**config.mk**
```make
export PLATFORM = sky130hd
export DESIGN_NAME = thr_ram
export DESIGN_NICKNAME = d
export VERILOG_FILES = /design/src/sv/thr_ram.sv
export SDC_FILE = /design/constraint.sdc
export NUM_CORES = 2
export LEC_CHECK = 0
export BUFFER_PORTS_ARGS = -buffer_cell sky130_fd_sc_hd__buf_2
export CORE_ASPECT_RATIO = 1.5
export CORE_UTILIZATION = 40
export CTS_BUF_LIST = sky130_fd_sc_hd__clkbuf_4 sky130_fd_sc_hd__clkbuf_8
export DETAILED_ROUTE_END_ITERATION = 16
export GPL_TIMING_DRIVEN = 0
export PLACE_DENSITY = 0.59
export SYNTH_ARGS = -nofsm -noshare
export SYNTH_HDL_FRONTEND = slang
export SYNTH_SLANG_ARGS = --single-unit
```
**constraint.sdc**
```tcl
create_clock -name clk -period 4.15 [get_ports clk]
set_input_delay 0.2075 -clock clk [delete_from_list [all_inputs] [get_ports clk]]
set_output_delay 0.2075 -clock clk [all_outputs]
set_load 0.05 [all_outputs]
```
**src/sv/thr_ram.sv**
```systemverilog
// generic single-port-write, single-port-read ram with registered read data
module thr_ram #(
  parameter int WIDTH = 32,
  parameter int DEPTH = 64
) (
  input  logic                                     clk,
  input  logic                                     we,
  input  logic [((DEPTH > 1) ? $clog2(DEPTH) : 1)-1:0] waddr,
  input  logic [WIDTH-1:0]                         wdata,
  input  logic                                     re,
  input  logic [((DEPTH > 1) ? $clog2(DEPTH) : 1)-1:0] raddr,
  output logic [WIDTH-1:0]                         rdata
);

  logic [WIDTH-1:0] mem [DEPTH];

  always_ff @(posedge clk) begin
    if (we) begin
      mem[waddr] <= wdata;
    end
    if (re) begin
      rdata <= mem[raddr];
    end
  end

endmodule

```
==> impl_metrics.tcl <==
set metrics [dict create \
    pwr-share-clk 0.384 \
    die_area_um2 199000 \
    synthXorXnorAreaFrac 0 \
    cp_max_fo 10 \
    viasPerCell 5.88 \
    post-cts-setup-buffers 0 \
    drtPass1Iterations 9 \
    synth.top_cell.area_share 0.792 \
    setup_violations 0 \
    slew_violations 22 \
    drc_errors 0 \
    drt-initial-drc-count 4845 \
    synthAdderAreaFrac 0 \
    violations "capacitance limit, slew limit" \
    synthFlopType "edfxtp_1" \
    placed_area_um2 84400 \
    fin_area_um2 90400 \
    io_pins 79 \
    worstMarginPinSlew_ns 1.57 \
    clock-sinks 2080 \
    cp.required_ns 4.78 \
    cp-start-kind "primary input" \
    finalNetCount 3840 \
    cts_tree "yes" \
    synth_fp_nets 3371 \
    synth.area.mux_share 0.167 \
    run_status "complete, but fails checks" \
    layout-drive-gt1-share 0.328 \
    period_minus_slack_ns 3.78 \
    filler_cell_count 16200 \
    clkLatencyLatePin_ns 0.93 \
    dieWidth_um 364 \
    crit_start "raddr[1]" \
    yosysUniqueCellTypes 33 \
    multiInputGateArea_um2 16000 \
    critPathCapture "rdata[2]" \
    power.switching_mw 9.71 \
    ys_seq_area_frac 0.792 \
    grt_pass1_vias 39600 \
    grt_max_degree 65 \
    ff2ff_setup_slack_ns 1.26 \
    relSlewSlack -0.0441 \
    path_class "primary input to flop" \
    seq_area_um2 62500 \
    sw_frac_of_total 0.230 \
    numCtsBuffers 305 \
    area_growth_pct 14.6 \
    r2r_cells 4 \
    ant_nets 0 \
    avgRoutedWirePerCell_um 36.7 \
    clock_tree.root_cell "clkbuf_8" \
    antenna_found_initial 32 \
    synthArstFlopShare 0 \
    rsz0062_at_grt "false" \
    pwr-share-seq 0.553 \
    cts_htree_levels 5 \
    synth-edff-count 2080 \
    power_density_nw_per_um2 467 \
    rows 199 \
    dp_hpwl_mm 159 \
    finalHoldViolations 0 \
    netlist_top_cells_area "edfxtp_1 (79%), mux4_2 (16%), mux2i_1 (1.2%)" \
    r2r_start "mem[16][16]" \
    cts.clk_slew.worst_paths_ns 0.06 \
    grt_pass1_wl_mm 329 \
    cap_violations 2 \
    fin_hold_ws_ns 0.0954 \
    start_util 0.402 \
    fin_cells 6633 \
    io_buffers 70 \
    grt_overflow_total 0 \
    routed_wl_mm 243 \
    p_int_mw 32.5 \
    worst_setup_path_end_kind "flop" \
    critPathArrivalTime_ns 4.41 \
    timing.rr.end "rdata[16]" \
    ys_ff_latch 2080 \
    core-area_um2 196000 \
    postSynthCellCount 3324 \
    gp_congestion 0.950 \
    synthSimpleGateAreaFrac 0.0126 \
    grtUsageTotal 0.246 \
    fmax_ghz 0.265 \
    dieHeight_um 546 \
    via_count 39000 \
    synth_top_area_cell "edfxtp_1" \
    power.total_mw 42.2 \
    hp-class "primary input to flop" \
    synth_compound_area_frac 0.0167 \
    synth_top_family_by_area "multiplexers" \
    p_comb_frac 0.062 \
    dp_cells 6082 \
    fin_skew_ns 0.0437 \
    irDropWorstVdd_mv 0.208 \
    syn_area_um2 78800 \
    final.period_utilization 0.911 \
    cts_buffer_depth 4 \
    p_leak_nw 27.9 \
    post_synth.cell_area_avg_um2 23.7 \
    synth_warnings 0 \
]
[kinds of logic (layout without fill, tap and decap cells)]
logic type / Yosys count / after routing
buffers and inverters: 182 / 870
AO/OA/AOI/OAI: 202 / 202
AND/OR/NAND/NOR: 223 / 223
flip-flops: 2080 / 2080
other: 0 / 8
multiplexers: 637 / 637
[repair_timing]
item	CTS	global route
resized for setup	0	0
endpoints found under the hold margin	192	297
hold buffers	9	8
[power by group through the flow]
| stage | sequential, mW | combinational (mW) | clock (mW) |
|---|---|---|---|
| detailed placement | 23.8 | 2.60 | 0 |
| global placement | 23.8 | 2.52 | 0 |
| global route | 23.4 | 2.68 | 17.2 |
| floorplan | 23.9 | 1.13 | 0 |
| finish | 23.4 | 2.62 | 16.2 |
| CTS | 23.4 | 2.61 | 16.4 |
[metal layers]
metal | share of wire | GRT usage | routed length [um] | vias to the layer above
met4 | 0.064 | 0.137 | 15500 | 22
li1 | - | - | - | 15300
met2 | 0.51 | 0.422 | 125000 | 2076
met3 | 0.085 | 0.0560 | 20700 | 544
met1 | 0.34 | 0.283 | 82000 | 21100
met5 | 0.0012 | 0 | 282 | -
[cells in the mapped netlist (7+ instances only)]
cell type,n
a21oi_1,62
a22oi_1,12
a311oi_1,8
buf_1,21
buf_2,57
buf_4,25
clkbuf_1,74
edfxtp_1,2080
mux2i_1,93
mux4_2,544
nand2_1,26
nand2b_1,8
nor2_1,137
nor2b_1,15
nor3_1,7
o221ai_1,27
o22ai_1,84
[registers in the layout, indices dropped and copies added, names as in the netlist]
name / cells
rdata: 32
mem: 2048
[cells in the final DEF, fill, tap and decap left out, types with 6 or more instances in the layout]
cell type,n
a21oi_1,62
a22oi_1,12
a311oi_1,8
buf_1,20
buf_12,64
buf_2,118
buf_4,37
buf_6,13
bufinv_16,8
clkbuf_1,68
clkbuf_2,6
clkbuf_4,103
clkbuf_8,309
clkinv_1,60
clkinv_2,28
clkinvlp_4,7
diode_2,8
dlygate4sd3_1,17
edfxtp_1,2080
inv_6,8
mux2i_1,93
mux4_2,544
nand2_1,26
nand2b_1,8
nor2_1,75
nor2_4,62
nor2b_1,15
o221ai_1,27
o22ai_1,84
[final cells by class]
class / count / area share
diodes: 8 / 0.000222
plain buffers: 182 / 0.00990
clock buffers: 412 / 0.0556
clock inverters: 114 / 0.00838
multi-input cells: 1062 / 0.177
flip-flops and latches: 2080 / 0.691
well taps: 2613 / 0.0362
repair buffers: 162 / 0.0217
[critical path, cell delays in order]
cell      delay [ns]
buf_2           0.35
buf_2           0.41
buf_2           0.47
clkbuf_1        1.07
mux4_2          0.42
o22ai_1         0.14
nor2_1          0.61
a21oi_1         0.23
nor2_1          0.45
[per-stage QoR]
step / setup slack [ns] / utilization / TNS [ns]
after floorplan: 0.783 / - / 0
after global placement: -3.10 / 0.421 / -1707.60
after detailed placement: -0.430 / 0.430 / -3.13
after CTS: 0.501 / 0.460 / 0
after global routing: 0.420 / 0.461 / 0
final: 0.371 / 0.461 / 0
[worst min-delay path by stage]
stage / start / end / slack, ns / cells past startpoint
2_1_floorplan: wdata[0] / mem[0][0] / 0.31 / 0
3_3_place_gp: rdata[30] / rdata[30] / 0.75 / 1
3_5_place_dp: wdata[13] / mem[41][13] / 0.74 / 1
4_1_cts: wdata[31] / mem[52][31] / 0.03 / 1
5_1_grt: wdata[31] / mem[62][31] / 0.11 / 1
6_report: wdata[30] / mem[14][30] / 0.1 / 1
No activity file was read; power rests on OpenSTA's default activity.
